<file path="src/sv/xmbr_pkg.sv">
package xmbr_pkg;

    localparam int BLOCK_BYTES = 128;
    localparam int ADDR_BITS   = 16;
    localparam int FPOS_BITS   = $clog2(BLOCK_BYTES + 4);

    // frame positions: 0 = frame start, 1 = block number, 2 = inverted number,
    // 3 .. BLOCK_BYTES+2 = data, BLOCK_BYTES+3 = checksum
    localparam logic [FPOS_BITS-1:0] POS_START = FPOS_BITS'(0);
    localparam logic [FPOS_BITS-1:0] POS_NUM   = FPOS_BITS'(1);
    localparam logic [FPOS_BITS-1:0] POS_INV   = FPOS_BITS'(2);
    localparam logic [FPOS_BITS-1:0] POS_DATA  = FPOS_BITS'(3);
    localparam logic [FPOS_BITS-1:0] POS_SUM   = FPOS_BITS'(BLOCK_BYTES + 3);

    localparam logic [7:0] CHR_SOH  = 8'h01;
    localparam logic [7:0] CHR_EOT  = 8'h04;
    localparam logic [7:0] BYTE_ALL = 8'hff;

    localparam logic OP_BYTE    = 1'b0;
    localparam logic OP_TIMEOUT = 1'b1;

    typedef enum logic [1:0] {
        REPLY_NONE = 2'd0,
        REPLY_ACK  = 2'd1,
        REPLY_NAK  = 2'd2
    } t_reply;

    typedef struct packed {
        logic [FPOS_BITS-1:0] fpos;
        logic [7:0]           exp_blk;
        logic [7:0]           sum;
        logic [ADDR_BITS-1:0] blk_addr;
        logic                 hdr_ok;
        logic                 done;
    } t_state;

    typedef struct packed {
        t_reply      reply;
        logic        write_enable;
        logic [15:0] write_address;
        logic [7:0]  write_data;
        logic        finished;
    } t_result;

endpackage

</file>
<file path="src/sv/xmbr_if.sv">
interface xmbr_rx_if;
    logic       valid;
    logic       ready;
    logic       opcode;
    logic [7:0] rx_byte;

    modport source (output valid, output opcode, output rx_byte, input ready);
    modport sink   (input valid, input opcode, input rx_byte, output ready);
endinterface

interface xmbr_res_if;
    logic        valid;
    logic        ready;
    logic [1:0]  reply;
    logic        write_enable;
    logic [15:0] write_address;
    logic [7:0]  write_data;
    logic        finished;

    modport source (output valid, output reply, output write_enable,
                    output write_address, output write_data, output finished,
                    input ready);
    modport sink   (input valid, input reply, input write_enable,
                    input write_address, input write_data, input finished,
                    output ready);
endinterface

interface xmbr_cfg_if;
    logic        valid;
    logic        ready;
    logic [15:0] base_address;

    modport source (output valid, output base_address, input ready);
    modport sink   (input valid, input base_address, output ready);
endinterface

</file>
<file path="src/sv/xmbr_step.sv">
module xmbr_step (
    input  xmbr_pkg::t_state  i_state,
    input  logic              i_opcode,
    input  logic [7:0]        i_rx_byte,
    output xmbr_pkg::t_state  o_state,
    output xmbr_pkg::t_result o_result
);

    logic [xmbr_pkg::ADDR_BITS-1:0]    data_addr;
    logic [xmbr_pkg::ADDR_BITS+15:0]   data_addr_ext;
    logic                              at_start;
    logic                              in_data;

    assign at_start      = (i_state.fpos == xmbr_pkg::POS_START);
    assign in_data       = (i_state.fpos >= xmbr_pkg::POS_DATA) &&
                           (i_state.fpos < xmbr_pkg::POS_SUM);
    assign data_addr     = i_state.blk_addr +
                           xmbr_pkg::ADDR_BITS'(i_state.fpos - xmbr_pkg::POS_DATA);
    // widen before taking the low 16 bits so narrow address widths zero-extend
    assign data_addr_ext = {16'h0000, data_addr};

    always_comb begin
        o_state  = i_state;
        o_result = '{reply: xmbr_pkg::REPLY_NONE, write_enable: 1'b0,
                     write_address: 16'h0000, write_data: 8'h00, finished: 1'b0};

        if (i_state.done) begin
            // transfer over, beats are swallowed
        end else if (i_opcode == xmbr_pkg::OP_TIMEOUT) begin
            o_result.reply = at_start ? xmbr_pkg::REPLY_ACK : xmbr_pkg::REPLY_NAK;
            o_state.fpos   = xmbr_pkg::POS_START;
            o_state.sum    = 8'h00;
            o_state.hdr_ok = 1'b0;
        end else if (at_start) begin
            if (i_rx_byte == xmbr_pkg::CHR_EOT) begin
                o_result.reply    = xmbr_pkg::REPLY_ACK;
                o_result.finished = 1'b1;
                o_state.done      = 1'b1;
            end else begin
                o_state.hdr_ok = (i_rx_byte == xmbr_pkg::CHR_SOH);
                o_state.sum    = 8'h00;
                o_state.fpos   = xmbr_pkg::POS_NUM;
            end
        end else if (i_state.fpos == xmbr_pkg::POS_NUM) begin
            o_state.hdr_ok = i_state.hdr_ok && (i_rx_byte == i_state.exp_blk);
            o_state.fpos   = xmbr_pkg::POS_INV;
        end else if (i_state.fpos == xmbr_pkg::POS_INV) begin
            o_state.hdr_ok = i_state.hdr_ok &&
                             (i_rx_byte == (xmbr_pkg::BYTE_ALL ^ i_state.exp_blk));
            o_state.fpos   = xmbr_pkg::POS_DATA;
        end else if (in_data) begin
            o_state.sum  = i_state.sum + i_rx_byte;
            o_state.fpos = i_state.fpos + xmbr_pkg::FPOS_BITS'(1);
            if (i_state.hdr_ok) begin
                o_result.write_enable  = 1'b1;
                o_result.write_address = data_addr_ext[15:0];
                o_result.write_data    = i_rx_byte;
            end
        end else begin
            if (i_state.hdr_ok && (i_rx_byte == i_state.sum)) begin
                o_result.reply   = xmbr_pkg::REPLY_ACK;
                o_state.exp_blk  = i_state.exp_blk + 8'd1;
                o_state.blk_addr = i_state.blk_addr +
                                   xmbr_pkg::ADDR_BITS'(xmbr_pkg::BLOCK_BYTES);
            end else begin
                o_result.reply = xmbr_pkg::REPLY_NAK;
            end
            o_state.fpos   = xmbr_pkg::POS_START;
            o_state.sum    = 8'h00;
            o_state.hdr_ok = 1'b0;
        end
    end

endmodule

</file>
<file path="src/sv/xmodem_block_receiver_core.sv">
// channel | dir | handshake   | payload
// i_rx    | in  | valid/ready | opcode, rx_byte
// o_res   | out | valid/ready | reply, write_enable, write_address, write_data, finished
// i_cfg   | in  | valid/ready | base_address (ready while no beat waits in the input register)
//
// One beat per cycle sustained while o_res takes results; a beat taken into the
// input register passes through the frame logic into the result register.
// Synchronous active-low reset: block counter 1, write pointer 0, frame empty.
// A stalled result holds in o_res; i_rx keeps taking a beat while the input
// register is empty or moves on in the same cycle.
module xmodem_block_receiver_core (
    input  logic            i_clk,
    input  logic            i_rst_n,
    xmbr_rx_if.sink         i_rx,
    xmbr_res_if.source      o_res,
    xmbr_cfg_if.sink        i_cfg
);

    logic                            r_in_valid;
    logic                            r_in_op;
    logic [7:0]                      r_in_byte;
    logic                            r_out_valid;
    xmbr_pkg::t_result               r_out;
    xmbr_pkg::t_state                r_state;
    xmbr_pkg::t_state                n_state;
    xmbr_pkg::t_result               n_out;
    logic                            out_free;
    logic                            adv;
    logic                            rx_acc;
    logic [xmbr_pkg::ADDR_BITS+15:0] cfg_ext;

    assign out_free    = !r_out_valid || o_res.ready;
    assign adv         = r_in_valid && out_free;
    assign i_rx.ready  = !r_in_valid || out_free;
    assign rx_acc      = i_rx.valid && i_rx.ready;
    // a waiting beat must update the frame state before the pointer reloads
    assign i_cfg.ready = !r_in_valid;
    assign cfg_ext     = {xmbr_pkg::ADDR_BITS'(0), i_cfg.base_address};

    xmbr_step u_step (
        .i_state   (r_state),
        .i_opcode  (r_in_op),
        .i_rx_byte (r_in_byte),
        .o_state   (n_state),
        .o_result  (n_out)
    );

    always_ff @(posedge i_clk) begin
        if (!i_rst_n) begin
            r_in_valid       <= 1'b0;
            r_out_valid      <= 1'b0;
            r_state.fpos     <= xmbr_pkg::POS_START;
            r_state.exp_blk  <= 8'd1;
            r_state.sum      <= 8'h00;
            r_state.blk_addr <= '0;
            r_state.hdr_ok   <= 1'b0;
            r_state.done     <= 1'b0;
        end else begin
            if (rx_acc) begin
                r_in_valid <= 1'b1;
            end else if (adv) begin
                r_in_valid <= 1'b0;
            end

            if (adv) begin
                r_out_valid <= 1'b1;
            end else if (o_res.ready) begin
                r_out_valid <= 1'b0;
            end

            // config is only taken while no beat waits in the input register; it restarts the write pointer
            if (i_cfg.valid && i_cfg.ready) begin
                r_state.blk_addr <= cfg_ext[xmbr_pkg::ADDR_BITS-1:0];
            end else if (adv) begin
                r_state <= n_state;
            end
        end
    end

    always_ff @(posedge i_clk) begin
        if (rx_acc) begin
            r_in_op   <= i_rx.opcode;
            r_in_byte <= i_rx.rx_byte;
        end
        if (adv) begin
            r_out <= n_out;
        end
    end

    assign o_res.valid         = r_out_valid;
    assign o_res.reply         = r_out.reply;
    assign o_res.write_enable  = r_out.write_enable;
    assign o_res.write_address = r_out.write_address;
    assign o_res.write_data    = r_out.write_data;
    assign o_res.finished      = r_out.finished;

endmodule

</file>
<file path="src/flat_wrapper.sv">
// flat-port wrapper written by rule: the top's interface ports become plain ports
module xmodem_block_receiver_core_flat 
  (i_clk, i_rst_n, i_rx_valid, i_rx_opcode, i_rx_rx_byte, i_rx_ready, o_res_valid, o_res_reply, o_res_write_enable, o_res_write_address, o_res_write_data, o_res_finished, o_res_ready, i_cfg_valid, i_cfg_base_address, i_cfg_ready);
  xmbr_rx_if i_rx_i ();
  xmbr_res_if o_res_i ();
  xmbr_cfg_if i_cfg_i ();
  input  logic i_clk;
  input  logic i_rst_n;
  input wire logic [$bits(i_rx_i.valid)-1:0] i_rx_valid;
  input wire logic [$bits(i_rx_i.opcode)-1:0] i_rx_opcode;
  input wire logic [$bits(i_rx_i.rx_byte)-1:0] i_rx_rx_byte;
  output wire logic [$bits(i_rx_i.ready)-1:0] i_rx_ready;
  output wire logic [$bits(o_res_i.valid)-1:0] o_res_valid;
  output wire logic [$bits(o_res_i.reply)-1:0] o_res_reply;
  output wire logic [$bits(o_res_i.write_enable)-1:0] o_res_write_enable;
  output wire logic [$bits(o_res_i.write_address)-1:0] o_res_write_address;
  output wire logic [$bits(o_res_i.write_data)-1:0] o_res_write_data;
  output wire logic [$bits(o_res_i.finished)-1:0] o_res_finished;
  input wire logic [$bits(o_res_i.ready)-1:0] o_res_ready;
  input wire logic [$bits(i_cfg_i.valid)-1:0] i_cfg_valid;
  input wire logic [$bits(i_cfg_i.base_address)-1:0] i_cfg_base_address;
  output wire logic [$bits(i_cfg_i.ready)-1:0] i_cfg_ready;
  assign i_rx_i.valid = i_rx_valid;
  assign i_rx_i.opcode = i_rx_opcode;
  assign i_rx_i.rx_byte = i_rx_rx_byte;
  assign i_rx_ready = i_rx_i.ready;
  assign o_res_valid = o_res_i.valid;
  assign o_res_reply = o_res_i.reply;
  assign o_res_write_enable = o_res_i.write_enable;
  assign o_res_write_address = o_res_i.write_address;
  assign o_res_write_data = o_res_i.write_data;
  assign o_res_finished = o_res_i.finished;
  assign o_res_i.ready = o_res_ready;
  assign i_cfg_i.valid = i_cfg_valid;
  assign i_cfg_i.base_address = i_cfg_base_address;
  assign i_cfg_ready = i_cfg_i.ready;
  xmodem_block_receiver_core u_core (.i_clk(i_clk), .i_rst_n(i_rst_n), .i_rx(i_rx_i), .o_res(o_res_i), .i_cfg(i_cfg_i));
endmodule
</file>
<file path="config.mk">
export PLATFORM = sky130hd
export DESIGN_NAME = xmodem_block_receiver_core_flat
export DESIGN_NICKNAME = d
export VERILOG_FILES = /design/src/sv/xmbr_pkg.sv /design/src/sv/xmbr_if.sv /design/src/sv/xmbr_step.sv /design/src/sv/xmodem_block_receiver_core.sv /design/src/flat_wrapper.sv
export SDC_FILE = /design/constraint.sdc
export NUM_CORES = 1
export LEC_CHECK = 0
export BUFFER_PORTS_ARGS = -buffer_cell sky130_fd_sc_hd__buf_2
export CAP_MARGIN = 20
export CORE_UTILIZATION = 30
export DETAILED_ROUTE_END_ITERATION = 6
export SETUP_SLACK_MARGIN = 0.15
export SLEW_MARGIN = 20
export SYNTH_ARGS = -nofsm -noshare
export SYNTH_HDL_FRONTEND = slang
export SYNTH_SLANG_ARGS = --single-unit
</file>
<file path="constraint.sdc">
create_clock -name i_clk -period 4.6 [get_ports i_clk]
set_clock_uncertainty 0.05 [all_clocks]
set_input_delay 0.23 -clock i_clk [delete_from_list [all_inputs] [get_ports i_clk]]
set_output_delay 0.23 -clock i_clk [all_outputs]
set_load 0.02 [all_outputs]
</file>
==> out/qor_table.md, run 1 <==
| Result | This run |
|:---|:---|
| Post-synthesis async set-or-reset flop share | 0 |
| Worst path slowest cell | a2111oi_1 |
| Top-Level Pins | 61 |
| Die W | 126 um |
| Result of the run | completed |
| Max Cap Violations | 0 |
| Ratio of cells with drive above 1 in the final layout | 0.172 |
| Cell-by-cell trace of the critical path | ha_1, nor3_4, nand2_1, nand2_1, o21ai_0, ha_1, a21o_1, a21o_1, a22o_1, a2111oi_1, o31ai_1, mux2_2 |
| Clock network power share | 0.417 |
| Slew @ Worst Pin | 0.827 ns |
| Data arrival at the endpoint of the critical path | 3.91 ns |
| Total core area | 15100 sq um |
| First-pass GRT wire length | 18.4 mm |
| Initial antenna violation count | 0 |
| Minimum clock period | 3.86 ns |
| Residual overflow from global routing | 0 |
| Number of standard-cell rows in the floorplan | 45 |
| Initial Util | 0.306 |
| Primary flip-flop cell chosen by synthesis mapping | dfxtp_1 |
| Mapped cell area | 4630 sq um |
| Critical Setup Path Class | flop to flop |
| Hold slack final | 0.0532 ns |
| Switch share | 0.255 |
| Synth-to-Final Area Change | 19.7% |
| # fillers | 1499 |
| Proportion of synthesized chip area in sequential cells | 0.430 |
| Number of iterations in the first detailed-routing pass | 5 |
| Switching power | 445 uW |
| Final Hold Fails | 0 |
| Critical path capture point type | flop |
| EDFF count, synth | 37 |
| Commonest cells after routing, fill and taps aside | 60 x buf_2, 57 x nor2_1, 44 x dfxtp_1 |
| Deepest level of the CTS H-tree | 3 |
| Drt via density | 5.10 |
| Count of unresolved DRC violations after routing | 0 |
| Number of cells produced by synthesis | 486 |
| Number of different library cells in the post-synthesis netlist | 60 |
| Final core utilization | 0.366 |
| Clock buffer count from CTS | 9 |
| Clock root buffer | clkbuf_16 |
| TritonCTS clock tree | done |
| Stages on worst setup path | 12 |
| Total routing resource utilization after global routing | 0.149 |
| Internal power consumption | 1.30 mW |
| Drt wl/cell | 15.0 um |
| Relative slew slack | 0.448 |
| Static power due to leakage | 2.19 nW |
| Critical path's top delay family | compound AO/OA/AOI/OAI gates |
| Resized Gates After CTS | 0 |
| DP Worst Slack | 0.795 ns |
| Power per standard cell area | 314 nW/um^2 |
| Count of buffering cells on the critical path with inverters included | 0 |
| Yosys reg bits | 81 |
| Hold/Removal Path Class | input pin to flop |
| Stage delay of the slowest cell on the critical path | 0.72 ns |
| TritonCTS Sinks | 81 |
| Total Nets Final | 614 |
| Sum of negative setup slack | 0 ns |
| Fraction of the cycle the final worst path needs | 0.840 |
| Post-synthesis area per instance | 9.52 sq um |
| Setup slack of the critical path after layout | 0.735 ns |
| Die Outline Area | 15900 sq um |
| Routability congestion estimate | 0.846 |
| Required time of the critical path | 4.65 ns |
| Count of routing violations after the opening detailed-route iteration | 283 |
| Maximum fanout encountered on the critical timing path | 9 |
| Gate power share | 0.123 |
| Worst hold path stage count | 3 |
| HPWL reported at the end of detailed placement | 8.45 mm |
| Final setup violating endpoints | 0 |
| Total wire length after detailed routing | 11.2 mm |
| Setup repair after global routing missed its margin | no |
| Share of power burned in registers | 0.460 |
| Length in cells of the worst reg-to-reg path | 12 |
| Count of port buffers added during placement | 60 |
| Latest clock arrival within the worst-skew pair | 0.35 ns |
| Final Power | 1.74 mW |
| FMAX | 259 MHz |
| Post-Syn Nets | 547 |
| Maximum number of pins on one net before global-route repair | 22 |
| Synth warn | 0 |
| Die Ht | 126 um |
| Antenna viol nets, final | 0 |
| Most common cell after layout, fill and taps aside | buf_2 |
| Via count | 3804 |
| Via count of the first global-routing pass | 3740 |
| Largest vdd supply drop | 222 uV |
| Number of buffers between clock root and the deepest sink | 2 |
| Type of origin of the critical path | flop |
| Final number of max-transition violations | 0 |
| ANT cells | 0 |
| Clk pin slew, worst setup/hold paths | 0.06 ns |
-- per-layer routing --
| metal | global-route usage | share of wire |
|---|---|---|
| met5 | 0 | 0 |
| met4 | 0.0567 | 0.018 |
| met3 | 0.0446 | 0.045 |
| met2 | 0.251 | 0.48 |
| met1 | 0.179 | 0.46 |
-- layout make-up --
type / instances / area (sq um) / share of cell area
clock buffers: 11 / 275 / 0.0497
clock inverters: 5 / 32.5 / 0.00587
inverters: 13 / 48.8 / 0.00881
multi-input cells: 375 / 2510 / 0.454
flip-flops and latches: 81 / 1990 / 0.360
well taps: 188 / 235 / 0.0425
repair buffers: 73 / 440 / 0.0795
-- sequential cells by signal (all words and copies together) (netlist names) --
register                    cells
u_core.r_state                 42
u_core.o_res.write_address     16
u_core.o_res.write_data         8
u_core.r_in_byte                8
u_core.o_res.reply              2
u_core.o_res.finished           1
u_core.o_res.valid              1
u_core.o_res.write_enable       1
u_core.r_in_op                  1
u_core.r_in_valid               1
-- power by group through the flow --
stage	clock (mW)	combinational, mW	sequential, mW
after CTS	0.751	0.215	0.802
after global routing	0.781	0.237	0.804
final	0.726	0.214	0.801
after floorplan	0	0.135	0.822
after global placement	0	0.201	0.816
after detailed placement	0	0.208	0.817
-- tightest hold or removal path: stages --
cell and delay [ns]:
buf_2 0.08, a21oi_1 0.03, nor2_1 0.07
-- final timing paths --
| check | from | slack [ns] | to |
|---|---|---|---|
| max | u_core.r_state[34]$_SDFFE_PN0P_ | 0.74 | u_core.o_res.write_address[13]$_SDFFCE_PP0P_ |
| min | i_rx_valid | 0.05 | u_core.r_in_valid$_SDFFE_PN0P_ |
| max reg2reg | u_core.r_state[34]$_SDFFE_PN0P_ | 0.74 | u_core.o_res.write_address[13]$_SDFFCE_PP0P_ |
| min reg2reg | u_core.r_state[2]$_SDFFE_PN0P_ | 0.42 | u_core.r_state[2]$_SDFFE_PN0P_ |
-- synthesized netlist by cell type, types with 3 or more instances --
master    count  area share
a21oi_1      34       0.037
or3_1         7      0.0095
a31oi_1      10       0.014
xor2_1       24       0.045
clkbuf_1     10      0.0081
buf_2         5      0.0054
ha_1         29       0.078
and3_1        5      0.0068
nor4_1        4      0.0054
edfxtp_1     37        0.24
nand3_1      14       0.015
nor2_1       58       0.047
xnor2_1      19       0.036
a21o_1        8       0.013
inv_1        13       0.011
and2_1       12       0.016
a22oi_1       6      0.0097
a211oi_1      6      0.0097
nand2_1      43       0.035
or2_2         4      0.0054
mux2i_1       4      0.0087
nor3_1        5      0.0054
nor2b_1       5      0.0068
dfxtp_1      44        0.19
o21ai_0      21       0.023
o211ai_1      3      0.0049
nand4_1      12       0.016
-- repair_timing --
item / 4_1_cts / 5_1_grt
endpoints found under the hold margin: 9 / 0
setup buffers: 0 / 0
hold buffers: 9 / 0
-- cells by family (layout without fill, tap and decap cells) --
family | after synthesis | count (layout) | synth area share
AND/OR/NAND/NOR | 189 | 189 | 0.212
flip-flops | 81 | 81 | 0.430
multiplexers | 5 | 5 | 0.0111
AO/OA/AOI/OAI | 107 | 107 | 0.150
XOR/XNOR | 43 | 43 | 0.0814
buffers and inverters | 30 | 102 | 0.0281
adder cells (fa/ha/maj) | 31 | 31 | 0.0871
-- per-stage QoR --
step / cells / area (sq um)
floorplan: 486 / 4630
CTS: 746 / 5540
global route: 746 / 5540
global placement: 720 / 5110
finish: 746 / 5540
detailed placement: 721 / 5140
Note: power is estimated with default switching activity, not from simulation.
==> run 2, diff against run 1 <==
ABC_AREA = 1   (was default)
clock period = 3.25 ns   (was 4.6 ns; I/O delays follow)
==> out/qor_table.md, run 2 <==
| Result | This run |
|:---|:---|
| Post-Syn Nets | 750 |
| Worst r2r dst | u_core.o_res.write_address[14]$_SDFFCE_PP0P_ |
| Final core utilization | 0.371 |
| Worst hold path stage count | 3 |
| Via count | 4590 |
| Mapped cell area | 5210 sq um |
| TritonCTS clock tree | done |
| First-pass GRT wire length | 20.7 mm |
| Number of iterations in the first detailed-routing pass | 5 |
| Ratio of cells with drive above 1 in the final layout | 0.161 |
| Post-detailed-placement cell area | 5760 sq um |
| Switching power | 685 uW |
| Count of unresolved DRC violations after routing | 0 |
| Post-synthesis async set-or-reset flop share | 0 |
| Maximum fanout encountered on the critical timing path | 8 |
| Setup slack of the critical path after layout | 0.684 ns |
| Hold/Removal Path Class | input pin to flop |
| Fraction of the cycle the final worst path needs | 0.790 |
| Critical path capture point type | flop |
| # fillers | 1775 |
| Critical Setup Path Class | flop to flop |
| Required time of the critical path | 3.32 ns |
| Count of routing violations after the opening detailed-route iteration | 308 |
| Maximum number of pins on one net before global-route repair | 28 |
| Commonest cells post-synth | 196 x nand2_1, 74 x inv_1, 60 x a21oi_1, 60 x nor2_1, 47 x nand3_1 |
| Count of port buffers added during placement | 60 |
| Type of origin of the critical path | flop |
| Die W | 134 um |
| Drt via density | 4.64 |
| Synth-to-Final Area Change | 19.5% |
| Post-CTS Repair Setup Buffers | 0 |
| Die Ht | 134 um |
| TritonCTS Sinks | 81 |
| Total wire length after detailed routing | 12.5 mm |
| Clk pin slew, worst setup/hold paths | 0.06 ns |
| Primary flip-flop cell chosen by synthesis mapping | dfxtp_1 |
| Antenna viol nets, final | 0 |
| Switch share | 0.253 |
| Die Outline Area | 17900 sq um |
| Length in cells of the worst reg-to-reg path | 13 |
| HPWL reported at the end of detailed placement | 9.47 mm |
| Proportion of synthesized chip area in sequential cells | 0.382 |
| Gate power share | 0.131 |
| Internal power consumption | 2.03 mW |
| Critical path's top delay family | adder cells |
| Register with the most flip-flops | u_core.r_state |
| Relative slew slack | 0.445 |
| Initial Util | 0.311 |
| Final number of max-transition violations | 0 |
| Yosys reg bits | 81 |
| Hold slack final | 0.00948 ns |
| Largest vdd supply drop | 279 uV |
| Result of the run | completed |
| Worst path slowest cell | dfxtp_1 |
| Drt wl/cell | 12.7 um |
| Clock root buffer | clkbuf_16 |
| Total routing resource utilization after global routing | 0.148 |
| Clock network power share | 0.453 |
| Initial antenna violation count | 0 |
| Max Cap Violations | 0 |
| Share of power burned in registers | 0.416 |
| Post-synthesis area per instance | 7.56 sq um |
| Clock buffer count from CTS | 9 |
| Count of buffering cells on the critical path with inverters included | 3 |
| Total core area | 16800 sq um |
| Deepest level of the CTS H-tree | 3 |
| Final Power | 2.71 mW |
| Area occupied by registers | 1990 sq um |
| Hold EP | u_core.r_state[8]$_SDFFE_PN0P_ |
| Synth warn | 0 |
| Flip-flop count of the largest register, all copies and words added | 42 |
| Final setup violating endpoints | 0 |
| Data arrival at the endpoint of the critical path | 2.63 ns |
| Stage delay of the slowest cell on the critical path | 0.35 ns |
| Worst R2R Start | u_core.r_state[34]$_SDFFE_PN0P_ |
| Cell-by-cell trace of the critical path | ha_1, inv_1, nand2_4, nor2_1, buf_4, ha_1, a21o_1, a31oi_1, nand3_1, a21oi_1, nand2_1, nand3_1, inv_1 |
| DP Worst Slack | 0.666 ns |
| Number of instances in the placed design | 963 |
| Number of cells produced by synthesis | 689 |
| Final Hold Fails | 0 |
| Power per standard cell area | 436 nW/um^2 |
| Top-Level Pins | 61 |
| Routability congestion estimate | 0.842 |
| Library cell with the largest summed area after synthesis | edfxtp_1 |
| Most used standard cell by instance count after synthesis | nand2_1 |
| Number of standard-cell rows in the floorplan | 47 |
| Sum of negative setup slack | 0 ns |
| Number of buffers between clock root and the deepest sink | 2 |
| Minimum clock period | 2.57 ns |
| FMAX | 390 MHz |
| Most common cell after layout, fill and taps aside | nand2_1 |
| EDFF count, synth | 37 |
| Commonest cells after routing, fill and taps aside | 196 x nand2_1, 74 x inv_1, 60 x a21oi_1, 60 x nor2_1, 60 x buf_2 |
| Static power due to leakage | 2.84 nW |
| Setup repair after global routing missed its margin | no |
| ANT cells | 0 |
| Slew @ Worst Pin | 0.832 ns |
| Number of different library cells in the post-synthesis netlist | 39 |
| Number of standard cells in the layout, taps in and fillers out | 989 |
| Area share of the largest cell type after synthesis | 0.213 |
| Total Nets Final | 825 |
| Latest clock arrival within the worst-skew pair | 0.35 ns |
| Area used by multi-input combinational logic | 2850 sq um |
| Ranking of synthesized cells by area | edfxtp_1 21%, dfxtp_1 17%, nand2_1 14% |
| Via count of the first global-routing pass | 4180 |
| Startpoint of the tightest hold check path | i_cfg_base_address[6] |
| Layout Cell Area excl Fill | 6220 sq um |
| Setup slack on the worst flop-to-flop path | 0.68 ns |
| Residual overflow from global routing | 0 |
run 2: worst reg2reg max path, stage by stage (launching register included):
cell	delay, ns
dfxtp_1	0.35
ha_1	0.24
inv_1	0.13
nand2_4	0.08
nor2_1	0.12
buf_4	0.17
ha_1	0.31
a21o_1	0.19
a31oi_1	0.13
nand3_1	0.18
a21oi_1	0.20
nand2_1	0.07
nand3_1	0.08
inv_1	0.04
run 2: power by group through the flow:
stage	sequential (mW)	combinational, mW	clock (mW)
after floorplan	1.16	0.235	0
after global placement	1.15	0.344	0
after detailed placement	1.15	0.345	0
after CTS	1.13	0.357	1.25
after global routing	1.13	0.405	1.30
final	1.13	0.356	1.23
run 2: cell type report:
cell class | instances | area share
inverters | 81 | 0.0489
multi-input cells | 515 | 0.457
flip-flops and latches | 81 | 0.320
clock inverters | 6 | 0.0177
clock buffers | 10 | 0.0402
repair buffers | 76 | 0.0716
well taps | 220 | 0.0442
run 2: cells by family after synthesis:
family	count (synthesis)	share of synthesized area
AND/OR/NAND/NOR	366	0.328
XOR/XNOR	26	0.0437
adder cells (fa/ha/maj)	31	0.0773
flip-flops	81	0.382
AO/OA/AOI/OAI	92	0.0973
buffers and inverters	93	0.0713
run 2: worst max-delay path by stage:
stage,startpoint,endpoint,slack (ns),depth (start not counted)
detailed placement,u_core.r_state[34]$_SDFFE_PN0P_,u_core.o_res.write_address[14]$_SDFFCE_PP0P_,0.67,13
global placement,u_core.r_state[34]$_SDFFE_PN0P_,u_core.o_res.write_address[15]$_SDFFCE_PP0P_,0.67,13
finish,u_core.r_state[34]$_SDFFE_PN0P_,u_core.o_res.write_address[14]$_SDFFCE_PP0P_,0.68,13
global route,u_core.r_state[34]$_SDFFE_PN0P_,u_core.o_res.write_address[15]$_SDFFCE_PP0P_,0.38,14
CTS,u_core.r_state[34]$_SDFFE_PN0P_,u_core.o_res.write_address[14]$_SDFFCE_PP0P_,0.65,13
floorplan,u_core.r_state[34]$_SDFFE_PN0P_,u_core.o_res.write_address[14]$_SDFFCE_PP0P_,0.73,12
run 2: repair_timing:
item | in CTS | in global routing
resized for setup | 0 | 0
setup endpoints to repair | 0 | 0
hold endpoints to repair | 10 | 0
hold buffers | 10 | 0
run 2: layer usage:
layer	vias to the layer above	wire (um)	global-route usage
li1	2411	-	-
met1	2059	5980	0.196
met2	109	5750	0.238
met3	11	659	0.0317
met4	0	139	0.0473
met5	-	0	0
==> run 3, diff against run 2 <==
clock period = 2.5 ns   (was 3.25 ns; I/O delays follow)
==> out/qor_table.md, run 3 (synthesized netlist as in run 2, its figures left out) <==
| Result | This run |
|:---|:---|
| Count of port buffers added during placement | 60 |
| Total routing resource utilization after global routing | 0.152 |
| Fraction of the cycle the final worst path needs | 0.933 |
| Drt via density | 4.67 |
| Metal3 WL | 705 um |
| Drt wl/cell | 13.1 um |
| First-pass GRT wire length | 21.4 mm |
| Result of the run | completed |
| Max Cap Violations | 0 |
| Setup slack on the worst flop-to-flop path | 0.17 ns |
| Hold EP | u_core.r_state[2]$_SDFFE_PN0P_ |
| Residual overflow from global routing | 0 |
| Final setup violating endpoints | 0 |
| Worst setup path start | u_core.r_state[36]$_SDFFE_PN0P_ |
| Critical path capture point type | flop |
| Register with the most flip-flops | u_core.r_state |
| Antenna viol nets, final | 0 |
| Final Hold Fails | 0 |
| Number of standard-cell rows in the floorplan | 47 |
| Length in cells of the worst reg-to-reg path | 12 |
| Die W | 134 um |
| Via count of the first global-routing pass | 4396 |
| # fillers | 1670 |
| Worst r2r dst | u_core.o_res.write_address[7]$_SDFFCE_PP0P_ |
| Type of origin of the critical path | flop |
| Most common cell after layout, fill and taps aside | nand2_1 |
| Maximum fanout encountered on the critical timing path | 5 |
| Highest routed metal layer | met4 |
| Setup repair after global routing missed its margin | yes |
| Final Power | 3.40 mW |
| Routability congestion estimate | 0.849 |
| HPWL reported at the end of detailed placement | 10.2 mm |
| FMAX | 429 MHz |
| Number of buffers between clock root and the deepest sink | 2 |
| Flip-flop count of the largest register, all copies and words added | 42 |
| ANT cells | 0 |
| Sum of routed wire segments on met1 | 6.45 mm |
| Clock root buffer | clkbuf_16 |
| Power per standard cell area | 506 nW/um^2 |
| Slew @ Worst Pin | 0.469 ns |
| Area occupied by registers | 2000 sq um |
| Synth-to-Final Area Change | 28.9% |
| Count of unresolved DRC violations after routing | 0 |
| Latest clock arrival within the worst-skew pair | 0.34 ns |
| Total wire length after detailed routing | 13.6 mm |
| Ratio of cells with drive above 1 in the final layout | 0.243 |
| Die Outline Area | 17900 sq um |
| Deepest level of the CTS H-tree | 3 |
| Worst R2R Start | u_core.r_state[36]$_SDFFE_PN0P_ |
| TritonCTS clock tree | done |
| Clock buffer count from CTS | 9 |
| Top-Level Pins | 61 |
| Number of iterations in the first detailed-routing pass | 5 |
| Final number of max-transition violations | 0 |
| Met2 Wirelength | 6.11 mm |
| Worst hold path stage count | 3 |
| Hold/Removal Path Class | input pin to flop |
| Largest vdd supply drop | 328 uV |
| Commonest cells after routing, fill and taps aside | 192 x nand2_1, 70 x inv_1, 60 x buf_2 |
| Initial antenna violation count | 0 |
| Sum of negative setup slack | 0 ns |
| Total Nets Final | 868 |
| Clk pin slew, worst setup/hold paths | 0.07 ns |
| Via count | 4817 |
| Total core area | 16800 sq um |
| Die Ht | 134 um |
| Initial Util | 0.311 |
| Critical Setup Path Class | flop to flop |
| TritonCTS Sinks | 81 |
| Static power due to leakage | 3.05 nW |
| Data arrival at the endpoint of the critical path | 2.39 ns |
| Count of routing violations after the opening detailed-route iteration | 220 |
| Maximum number of pins on one net before global-route repair | 20 |
| Minimum clock period | 2.33 ns |
| Required time of the critical path | 2.56 ns |
| Relative slew slack | 0.685 |
| Area used by multi-input combinational logic | 3030 sq um |
| Startpoint of the tightest hold check path | i_cfg_base_address[0] |
## run 3: how the worst max path moves through the flow
stage	slack, ns	to
floorplan	0.19	u_core.o_res.write_address[14]$_SDFFCE_PP0P_
global placement	0.05	u_core.o_res.write_address[15]$_SDFFCE_PP0P_
detailed placement	0.03	u_core.o_res.write_address[11]$_SDFFCE_PP0P_
CTS	0.15	u_core.o_res.write_address[11]$_SDFFCE_PP0P_
global route	0.06	u_core.o_res.write_address[14]$_SDFFCE_PP0P_
finish	0.17	u_core.o_res.write_address[7]$_SDFFCE_PP0P_
## run 3: worst max-delay path, stage by stage (launching register included)
cell and delay [ns]:
dfxtp_4 0.38, nor2_8 0.11, buf_6 0.13, nand2_8 0.06, xor2_2 0.14, ha_1 0.35, a21o_1 0.25, a21oi_2 0.16
nand2_2 0.09, buf_6 0.12, xor2_1 0.13, inv_1 0.09, nor2_4 0.03
## run 3: repair_timing
item	CTS	global route
hold endpoints to repair	15	0
endpoints found under the setup margin	8	16
pin swaps	5	24
hold buffers	15	0
setup buffers	1	8
resized for setup	12	38
## run 3: layer usage
| metal | track usage | vias up |
|---|---|---|
| met3 | 0.0325 | 19 |
| met4 | 0.0631 | 0 |
| met5 | 0 | - |
| met1 | 0.205 | 2174 |
| li1 | - | 2497 |
| met2 | 0.236 | 127 |
## run 3: report_power, final
group | internal, mW | switching, mW | total [mW] | leakage (nW)
Clock | 0.792 | 0.592 | 1.38 | 0.149
Combinational | 0.223 | 0.330 | 0.554 | 2.18
Sequential | 1.43 | 0.0352 | 1.46 | 0.719
Total | 2.44 | 0.958 | 3.40 | 3.05
## run 3: area by class of cell
class | instances | share of cell area
inverters | 81 | 0.0462
multi-input cells | 515 | 0.451
repair buffers | 119 | 0.118
well taps | 220 | 0.0410
clock inverters | 7 | 0.0125
clock buffers | 9 | 0.0335
flip-flops and latches | 81 | 0.298
## run 3: per-stage QoR
stage	hold slack [ns]	utilization	area, sq um	instances	worst slack (ns)
final	0.00553	0.401	6720	1032	0.168
after global routing	0.0318	0.401	6720	1032	0.0579
after CTS	0.000526	0.388	6500	1024	0.150
after detailed placement	0.253	0.357	5990	992	0.0341
after global placement	0.254	0.357	5990	992	0.0483
after floorplan	0.159	-	5220	689	0.194
